[src/tlr_pkg.sv]
// Shared types and constants of the thick line rasteriser.
package tlr_pkg;

   localparam int COORD_W = 6;
   localparam int THICK_W = 4;
   localparam int REG_W   = 7;
   localparam int DEC_W   = 16;
   localparam int EAST_W  = 8;
   localparam int DIAG_W  = 9;

   localparam logic REG_GRID_COLUMNS = 1'b0;
   localparam logic REG_GRID_ROWS    = 1'b1;

   typedef enum logic [1:0] {
      ST_IDLE,
      ST_SETUP,
      ST_RUN
   } state_type;

   typedef struct packed {
      logic [COORD_W-1:0] span_low;
      logic [COORD_W-1:0] span_high;
      logic               visible;
   } span_result_type;

endpackage

[src/tlr_span.sv]
// Vertical span of one column, clipped to the grid, with its visibility.
module tlr_span (
   input  logic [tlr_pkg::COORD_W-1:0] x,
   input  logic [tlr_pkg::COORD_W-1:0] y,
   input  logic [tlr_pkg::THICK_W-1:0] thickness,
   input  logic [tlr_pkg::REG_W-1:0]   cols,
   input  logic [tlr_pkg::REG_W-1:0]   rows,
   output tlr_pkg::span_result_type    span
);
   import tlr_pkg::*;

   logic [THICK_W-1:0]    reach;
   logic signed [7:0]     lo_full;
   logic [REG_W-1:0]      hi_full;
   logic [REG_W-1:0]      rows_top;
   logic [COORD_W-1:0]    lo;
   logic [COORD_W-1:0]    hi;
   logic                  rows_zero;

   always_comb begin
      reach     = thickness - THICK_W'(1);
      lo_full   = $signed({2'b00, y}) - $signed({4'b0000, reach});
      hi_full   = {1'b0, y} + {3'b000, reach};
      rows_top  = rows - REG_W'(1);
      rows_zero = (rows == '0);
      lo        = lo_full[7] ? '0 : lo_full[COORD_W-1:0];
      if (rows_zero) begin
         hi = '0;
      end else if (hi_full > rows_top) begin
         hi = rows_top[COORD_W-1:0];
      end else begin
         hi = hi_full[COORD_W-1:0];
      end
      span.span_low  = lo;
      span.span_high = hi;
      span.visible   = !rows_zero && ({1'b0, x} < cols) && (lo <= hi);
   end

endmodule

[src/thick_line_rasterizer_unit.sv]
// Top level of the thick line rasteriser: sequencer, shared decision adder and register port.
// A request is taken in the idle state, the slope terms are set up in the setup state, and the
// first column is registered at the output from the run state once the output is free.
// A segment of N columns (N = right x - left x + 1, at most GRID_MAX) keeps the block busy with
// no new request taken; the single decision adder advances one column per cycle unless stalled.
// Synchronous active-high reset clears the sequencer and sets both grid registers to 16.
module thick_line_rasterizer_unit #(
   parameter int GRID_MAX = 64
) (
   input  logic                        clock,
   input  logic                        reset,
   input  logic                        req_valid,
   output logic                        req_stall,
   input  logic [tlr_pkg::COORD_W-1:0] req_first_x,
   input  logic [tlr_pkg::COORD_W-1:0] req_first_y,
   input  logic [tlr_pkg::COORD_W-1:0] req_second_x,
   input  logic [tlr_pkg::COORD_W-1:0] req_second_y,
   input  logic [tlr_pkg::THICK_W-1:0] req_thickness,
   output logic                        rsp_valid,
   input  logic                        rsp_stall,
   output logic [tlr_pkg::COORD_W-1:0] rsp_column,
   output logic [tlr_pkg::COORD_W-1:0] rsp_centre_row,
   output logic [tlr_pkg::COORD_W-1:0] rsp_span_low,
   output logic [tlr_pkg::COORD_W-1:0] rsp_span_high,
   output logic                        rsp_visible,
   output logic                        rsp_last_column,
   input  logic                        psel,
   input  logic                        penable,
   input  logic                        pwrite,
   input  logic [2:0]                  paddr,
   input  logic [31:0]                 pwdata,
   output logic [31:0]                 prdata,
   output logic                        pready
);
   import tlr_pkg::*;

   localparam int CNT_W = $clog2(GRID_MAX + 1);

   state_type state_ff, state_in;

   logic [REG_W-1:0] grid_columns_ff, grid_columns_in;
   logic [REG_W-1:0] grid_rows_ff, grid_rows_in;

   logic [COORD_W-1:0]       cur_x_ff, cur_x_in;
   logic [COORD_W-1:0]       cur_y_ff, cur_y_in;
   logic [COORD_W-1:0]       end_x_ff, end_x_in;
   logic [COORD_W-1:0]       end_y_ff, end_y_in;
   logic signed [DEC_W-1:0]  decision_ff, decision_in;
   logic signed [EAST_W-1:0] step_east_ff, step_east_in;
   logic signed [DIAG_W-1:0] step_diagonal_ff, step_diagonal_in;
   logic                     slope_negative_ff, slope_negative_in;
   logic [THICK_W-1:0]       held_thickness_ff, held_thickness_in;
   logic [CNT_W-1:0]         count_ff, count_in;

   logic                     rsp_valid_ff, rsp_valid_in;
   logic [COORD_W-1:0]       column_ff, centre_row_ff;
   span_result_type          span_ff;
   logic                     last_column_ff;

   logic                     req_take;
   logic                     out_free;
   logic                     load_out;
   logic                     seg_done;
   logic                     at_end;
   logic                     csr_write;

   logic                     swap;
   logic [COORD_W:0]         dx;
   logic signed [7:0]        dy;
   logic                     neg;
   logic signed [DIAG_W-1:0] de;
   logic signed [DIAG_W-1:0] dx2;
   logic                     diag;
   logic signed [7:0]        y_step;

   logic signed [DEC_W-1:0]  add_a, add_b, add_sum;

   logic [REG_W-1:0]         cols_sat, rows_sat;
   span_result_type          span_now;

   // ------------------------------------------------------------------ register port
   assign pready    = 1'b1;
   assign csr_write = psel && penable && pwrite;

   always_comb begin
      grid_columns_in = grid_columns_ff;
      grid_rows_in    = grid_rows_ff;
      if (csr_write) begin
         case (paddr[2])
            REG_GRID_COLUMNS: grid_columns_in = pwdata[REG_W-1:0];
            REG_GRID_ROWS:    grid_rows_in    = pwdata[REG_W-1:0];
            default:          grid_columns_in = grid_columns_ff;
         endcase
      end
   end

   always_comb begin
      case (paddr[2])
         REG_GRID_COLUMNS: prdata = {{(32-REG_W){1'b0}}, grid_columns_ff};
         REG_GRID_ROWS:    prdata = {{(32-REG_W){1'b0}}, grid_rows_ff};
         default:          prdata = '0;
      endcase
   end

   assign cols_sat = (grid_columns_ff > REG_W'(GRID_MAX)) ? REG_W'(GRID_MAX) : grid_columns_ff;
   assign rows_sat = (grid_rows_ff > REG_W'(GRID_MAX)) ? REG_W'(GRID_MAX) : grid_rows_ff;

   // ------------------------------------------------------------------ datapath terms
   assign req_take = req_valid && !req_stall;
   assign out_free = !rsp_valid_ff || !rsp_stall;
   assign swap     = req_first_x > req_second_x;

   always_comb begin
      dx   = {1'b0, end_x_ff} - {1'b0, cur_x_ff};
      dy   = $signed({2'b00, end_y_ff}) - $signed({2'b00, cur_y_ff});
      neg  = (dx != '0) && dy[7];
      de   = DIAG_W'(dy) <<< 1;
      dx2  = $signed({1'b0, dx, 1'b0});
      // A rising slope steps diagonally only on a strictly positive decision.
      diag = slope_negative_ff ? decision_ff[DEC_W-1]
                               : (!decision_ff[DEC_W-1] && (decision_ff != '0));
   end

   // One adder serves both the initial decision and every column step.
   always_comb begin
      if (state_ff == ST_SETUP) begin
         add_a = DEC_W'(de);
         add_b = neg ? DEC_W'($signed({1'b0, dx})) : -DEC_W'($signed({1'b0, dx}));
      end else begin
         add_a = decision_ff;
         add_b = diag ? DEC_W'(step_diagonal_ff) : DEC_W'(step_east_ff);
      end
      add_sum = add_a + add_b;
   end

   always_comb begin
      if (!diag) begin
         y_step = $signed({2'b00, cur_y_ff});
      end else if (slope_negative_ff) begin
         y_step = $signed({2'b00, cur_y_ff}) - 8'sd1;
      end else begin
         y_step = $signed({2'b00, cur_y_ff}) + 8'sd1;
      end
   end

   assign at_end   = (cur_x_ff >= end_x_ff);
   assign seg_done = at_end || (count_ff == CNT_W'(GRID_MAX - 1));

   tlr_span u_span (
      .x         (cur_x_ff),
      .y         (cur_y_ff),
      .thickness (held_thickness_ff),
      .cols      (cols_sat),
      .rows      (rows_sat),
      .span      (span_now)
   );

   // ------------------------------------------------------------------ sequencer
   always_comb begin
      state_in = state_ff;
      case (state_ff)
         ST_IDLE:  if (req_valid) state_in = ST_SETUP;
         ST_SETUP: state_in = ST_RUN;
         ST_RUN:   if (out_free && seg_done) state_in = ST_IDLE;
         default:  state_in = ST_IDLE;
      endcase
   end

   always_comb begin
      req_stall = 1'b1;
      load_out  = 1'b0;
      case (state_ff)
         ST_IDLE:  req_stall = 1'b0;
         ST_SETUP: req_stall = 1'b1;
         ST_RUN:   load_out  = out_free;
         default:  req_stall = 1'b1;
      endcase
   end

   always_comb begin
      cur_x_in          = cur_x_ff;
      cur_y_in          = cur_y_ff;
      end_x_in          = end_x_ff;
      end_y_in          = end_y_ff;
      decision_in       = decision_ff;
      step_east_in      = step_east_ff;
      step_diagonal_in  = step_diagonal_ff;
      slope_negative_in = slope_negative_ff;
      held_thickness_in = held_thickness_ff;
      count_in          = count_ff;
      if (req_take) begin
         cur_x_in          = swap ? req_second_x : req_first_x;
         cur_y_in          = swap ? req_second_y : req_first_y;
         end_x_in          = swap ? req_first_x : req_second_x;
         end_y_in          = swap ? req_first_y : req_second_y;
         held_thickness_in = (req_thickness == '0) ? THICK_W'(1) : req_thickness;
         count_in          = '0;
      end else if (state_ff == ST_SETUP) begin
         slope_negative_in = neg;
         step_east_in      = de[EAST_W-1:0];
         step_diagonal_in  = neg ? (de + dx2) : (de - dx2);
         decision_in       = add_sum;
      end else if (load_out && !seg_done) begin
         decision_in = add_sum;
         cur_x_in    = cur_x_ff + COORD_W'(1);
         count_in    = count_ff + CNT_W'(1);
         if (y_step[7]) begin
            cur_y_in = '0;
         end else if (y_step > 8'sd63) begin
            cur_y_in = '1;
         end else begin
            cur_y_in = y_step[COORD_W-1:0];
         end
      end
   end

   assign rsp_valid_in = load_out || (rsp_valid_ff && rsp_stall);

   always_ff @(posedge clock) begin
      if (reset) begin
         state_ff          <= ST_IDLE;
         rsp_valid_ff      <= 1'b0;
         grid_columns_ff   <= REG_W'(16);
         grid_rows_ff      <= REG_W'(16);
         cur_x_ff          <= '0;
         cur_y_ff          <= '0;
         end_x_ff          <= '0;
         end_y_ff          <= '0;
         decision_ff       <= '0;
         step_east_ff      <= '0;
         step_diagonal_ff  <= '0;
         slope_negative_ff <= 1'b0;
         held_thickness_ff <= THICK_W'(1);
         count_ff          <= '0;
      end else begin
         state_ff          <= state_in;
         rsp_valid_ff      <= rsp_valid_in;
         grid_columns_ff   <= grid_columns_in;
         grid_rows_ff      <= grid_rows_in;
         cur_x_ff          <= cur_x_in;
         cur_y_ff          <= cur_y_in;
         end_x_ff          <= end_x_in;
         end_y_ff          <= end_y_in;
         decision_ff       <= decision_in;
         step_east_ff      <= step_east_in;
         step_diagonal_ff  <= step_diagonal_in;
         slope_negative_ff <= slope_negative_in;
         held_thickness_ff <= held_thickness_in;
         count_ff          <= count_in;
      end
   end

   always_ff @(posedge clock) begin
      if (load_out) begin
         column_ff      <= cur_x_ff;
         centre_row_ff  <= cur_y_ff;
         span_ff        <= span_now;
         last_column_ff <= at_end;
      end
   end

   assign rsp_valid       = rsp_valid_ff;
   assign rsp_column      = column_ff;
   assign rsp_centre_row  = centre_row_ff;
   assign rsp_span_low    = span_ff.span_low;
   assign rsp_span_high   = span_ff.span_high;
   assign rsp_visible     = span_ff.visible;
   assign rsp_last_column = last_column_ff;

   // ------------------------------------------------------------------ checks
   a_take_to_setup: assert property (@(posedge clock) disable iff (reset)
      req_take |=> state_ff == ST_SETUP)
      else $error("accepted request did not start the setup step");

   a_count_bound: assert property (@(posedge clock) disable iff (reset)
      state_ff == ST_RUN |-> count_ff < CNT_W'(GRID_MAX))
      else $error("column count ran past the grid limit");

   a_x_in_range: assert property (@(posedge clock) disable iff (reset)
      state_ff == ST_RUN |-> cur_x_ff <= end_x_ff)
      else $error("current column passed the right endpoint");

   a_done_to_idle: assert property (@(posedge clock) disable iff (reset)
      (load_out && seg_done) |=> state_ff == ST_IDLE && rsp_valid_ff)
      else $error("final column did not return the sequencer to idle");

endmodule

[config.mk]
export PLATFORM = sky130hd
export DESIGN_NAME = thick_line_rasterizer_unit
export DESIGN_NICKNAME = d
export VERILOG_FILES = /design/src/tlr_pkg.sv /design/src/tlr_span.sv /design/src/thick_line_rasterizer_unit.sv
export SDC_FILE = /design/constraint.sdc
export NUM_CORES = 1
export LEC_CHECK = 0
export BUFFER_PORTS_ARGS = -buffer_cell sky130_fd_sc_hd__clkbuf_2
export CAP_MARGIN = 5
export CORE_MARGIN = 10
export CORE_UTILIZATION = 55
export DETAILED_ROUTE_END_ITERATION = 8
export GPL_ROUTABILITY_DRIVEN = 0
export PLACE_DENSITY_LB_ADDON = 0.25
export SLEW_MARGIN = 40
export SYNTH_ARGS = -nofsm -noshare
export SYNTH_HDL_FRONTEND = slang
export SYNTH_SLANG_ARGS = --single-unit
[constraint.sdc]
create_clock -name clock -period 13.45 [get_ports clock]
set_input_delay 0.6725 -clock clock [delete_from_list [all_inputs] [get_ports clock]]
set_output_delay 0.6725 -clock clock [all_outputs]
set_load 0.02 [all_outputs]
==> metrics list <==
- Cell area after placement: 0.00843 sq mm
- Counting every sink on the clock net gives 110.
- Post-route cell area: 0.00874 sq mm
- Unique masters post-synth: 62
- Placeable core region: 0.0144 sq mm
* Fraction of the yosys area taken by sequential cells: 0.308
* Most numerous cell types in the synthesized netlist: sky130_fd_sc_hd__nand2_1, sky130_fd_sc_hd__nor2_1, sky130_fd_sc_hd__dfxtp_1
- Die extent in y: 141 um
* Number of cells upsized or downsized after cts: 0
* Pre-Repair DR Iteration Count: 5
- Estimated wirelength of the detail-placed design: 14.4 mm
* Clock tree from TritonCTS: done
* # nets final: 1169
- STA classifies the critical path endpoint as a flop.
* Final critical-path setup slack: 8.09 ns
- Setup violations remaining at the end of the flow were counted as 0.
- Vias after detailed routing: 6801
- Critical R2R Capture: decision_ff[15]
- In this run, synthesis inferred 26 flip-flops with an integrated enable.
- Critical path class: reg2reg
- Skew-Pair Late Insertion Delay: 0.36 ns
- Cell leakage power: 0.00384 uW
- Setup repair after global routing missed its margin: false
- Number of hold violations in the final report: 0
- Die W: 141 um
* H-tree Lvls: 3
- Prevailing post-synth register cell: sky130_fd_sc_hd__dfxtp_1
- The worst setup path is launched from a flop.
- Root buffer selected by CTS: sky130_fd_sc_hd__clkbuf_16
- Port Buffer Count: 77
- The synthesized netlist occupies a cell area of 0.00800 sq mm.
* Antenna violations before repair: 0
* Initial core utilization: 0.557
* Most area-consuming cells after synthesis: sky130_fd_sc_hd__dfxtp_1, sky130_fd_sc_hd__ha_1, sky130_fd_sc_hd__edfxtp_1, sky130_fd_sc_hd__nand2_1, sky130_fd_sc_hd__a21oi_1
* Number of cell rows: 44
* Number of buffers inserted for hold repair after clock tree synthesis: 0
* First-pass GRT wire length: 31.2 mm
* Synth Area in Simple Gates: 0.190
- In this run, CTS created clock tree buffers numbering 9.
* Via density per instance: 5.64
* Average wire per standard cell: 15.8 um
* Final hold slack: 0.439 ns
* Largest family of logic cells by synthesized area: simple AND/OR/NAND/NOR gates
* Hold Startpoint: count_ff[6]
* DRC violation count after routing: 0
- Average cell area after synthesis: 8.31 sq um
- The cell count after synthesis came out at 963.
- Number of cells on the worst reg-to-reg path: 18
* Post-DRT Antenna Nets: 0
* Number of instances on the worst hold path: 2
- After synthesis, the share of flip-flops with an asynchronous set or reset is 0.
- Final global-route overflow total: 0
- For the pin with the worst max-slew slack, the measured transition is 0.845 ns.
- The number of global-route vias before repair came to 6356.
- Fin Setup TNS: 0 ns
- Count of yosys warnings during synthesis: 0
* Origin of the worst setup path: cur_y_ff[1]
- Clock transition at the registers of the reported paths: 0.07 ns
* Area enclosed by the die boundary: 0.0198 sq mm
* Maximum number of pins on one net before global-route repair: 75
- Compared with the post-synthesis result, the final layout area differs by 9.24%.
- For this design the ratio of total power to cell area is 149 mW/mm^2.
- Status: complete, no violations
- Adder and majority gate portion of the synthesized area: 0.135
- DR iter-0 viols: 386
- Worst Hold Endpoint: count_ff[6]
- Share of layout cells above drive strength 1: 0.134
- The min-delay analysis places its worst path in the category reg2reg.
- The tool flagged a number of max-cap violations equal to 0.
- Reg2Reg Setup Slack: 8.09 ns
- Worst slack at placement: 8.09 ns
- The longest clock path from root to sink contains 2 buffers.
- The worst-case IR drop observed on VDD is 73.8 uV.
- Number of flip-flops and latches in the synthesized netlist: 110
* Total wire length: 19.1 mm
* Max-slew violation count: 0
- Data on the critical path is required at its endpoint by 13.72 ns.
- Number of diodes added for antenna fixing: 0
* Arrival time of data at the critical path endpoint: 5.63 ns
- Crit path time final: 5.36 ns
* Critical R2R Launch: cur_y_ff[1]
- Mux contribution to synthesized area: 0.0730
- Most used standard cell by instance count after synthesis: sky130_fd_sc_hd__nand2_1
- Of the available clock period, the critical path in the final layout requires 0.398.
* Share of the synthesized area in the top cell type: 0.210
- Maximum frequency from static timing analysis: 187 MHz
- Of the total synthesized cell area, the portion taken by XOR and XNOR cells is 0.0514.
- 131 I/O pins were placed.
- Cell taking the most area after synthesis: sky130_fd_sc_hd__dfxtp_1
- The clock arrives with 0.00969 ns of skew.
- GRT Total Usage: 0.189
- In this run the worst path has a maximum fanout of 12.
- Max-Slew Margin vs Limit: 0.434
* Number of buffers added for setup after CTS: 0
- Synthesized-area fraction occupied by ao, oa, aoi and oai cells: 0.179
-- cells by family after synthesis --
| kind of cell | Yosys count |
|---|---|
| AOI/OAI and AO/OA | 222 |
| xor gates and xnor gates | 47 |
| adders and majority gates | 83 |
| buffers and inverters | 108 |
| DFF | 110 |
| muxes | 55 |
| other | 2 |
| and+or+nand+nor | 336 |
-- final cells by class --
class	count	area, sq um
Clock buffer	9	225
Clock inverter	7	83.8
Fill cell	1279	5630
Inverter	43	161
Multi-Input combinational cell	769	5150
Sequential cell	110	2460
Tap cell	184	230
Timing Repair Buffer	83	430
-- registers in the layout, indices dropped and copies added, names as in the netlist, 4 cells and up --
signal and count:
step_east_ff 7, step_diagonal_ff 8, rsp_span_high 6, decision_ff 16, rsp_centre_row 6, grid_rows_ff 7
cur_x_ff 6, held_thickness_ff 4, count_ff 7, rsp_column 6, rsp_span_low 6, end_y_ff 6
end_x_ff 6, grid_columns_ff 7, cur_y_ff 6
-- stage by stage --
stage	utilization	cells	total power, uW
floorplan	-	987	905
global placement	0.586	1189	1010
detailed placement	0.586	1189	1020
CTS	0.608	1205	1310
global route	0.608	1205	1410
finish	0.608	1205	1300
-- worst max-delay path: stages, from the launching register on --
cell                       delay, ns
sky130_fd_sc_hd__dfxtp_1        0.52
sky130_fd_sc_hd__inv_1          0.26
sky130_fd_sc_hd__fa_1           0.51
sky130_fd_sc_hd__a21o_1         0.19
sky130_fd_sc_hd__a21oi_1        0.24
sky130_fd_sc_hd__o21bai_1       0.11
sky130_fd_sc_hd__a21o_1         0.24
sky130_fd_sc_hd__a21oi_2        0.46
sky130_fd_sc_hd__mux2_2         0.45
sky130_fd_sc_hd__nand2_1        0.07
sky130_fd_sc_hd__o21ai_0        0.16
sky130_fd_sc_hd__ha_1           0.35
sky130_fd_sc_hd__a211oi_1       0.33
sky130_fd_sc_hd__o21ai_0        0.18
sky130_fd_sc_hd__a21oi_1        0.20
sky130_fd_sc_hd__o31ai_1        0.15
sky130_fd_sc_hd__o41ai_1        0.38
sky130_fd_sc_hd__nand4_1        0.18
sky130_fd_sc_hd__a311oi_2       0.27
-- worst max path at each step --
stage / endpoint / slack [ns] / cells past startpoint
floorplan: decision_ff[15] / 8.73 / 19
global placement: decision_ff[15] / 7.81 / 18
detailed placement: decision_ff[15] / 8.09 / 18
CTS: decision_ff[15] / 8.04 / 18
global route: decision_ff[15] / 7.58 / 18
finish: decision_ff[15] / 8.09 / 18
-- where the power goes --
group / internal [uW] / leakage, uW / total [uW] / switching (uW)
Clock: 147 / 0.000153 / 279 / 131
Combinational: 267 / 0.00276 / 626 / 359
Sequential: 374 / 0.000925 / 400 / 26.3
-- per-layer routing --
metal,vias to the layer above,part of all wire,GRT usage
li1,3450,-,-
met3,23,0.049,0.0356
met5,-,0,0
met1,3173,0.46,0.241
met2,155,0.48,0.315
met4,0,0.016,0.0603
-- layout by cell type, fill, tap and decap left out, drive strengths merged, types with 8 or more instances in the layout --
cell / instances
conb: 26
inv: 44
clkbuf: 86
xor2: 17
nor2b: 12
nor3: 17
edfxtp: 26
nand4: 10
nand3: 20
nor2: 99
mux2: 17
nor4: 8
and2: 10
ha: 77
a21oi: 77
xnor2: 30
dfxtp: 84
a21o: 21
nand2: 127
o21ai: 33
nand2b: 13
a211oi: 30
mux2i: 38
o21a: 12
Note: power is estimated with default switching activity, not from simulation.
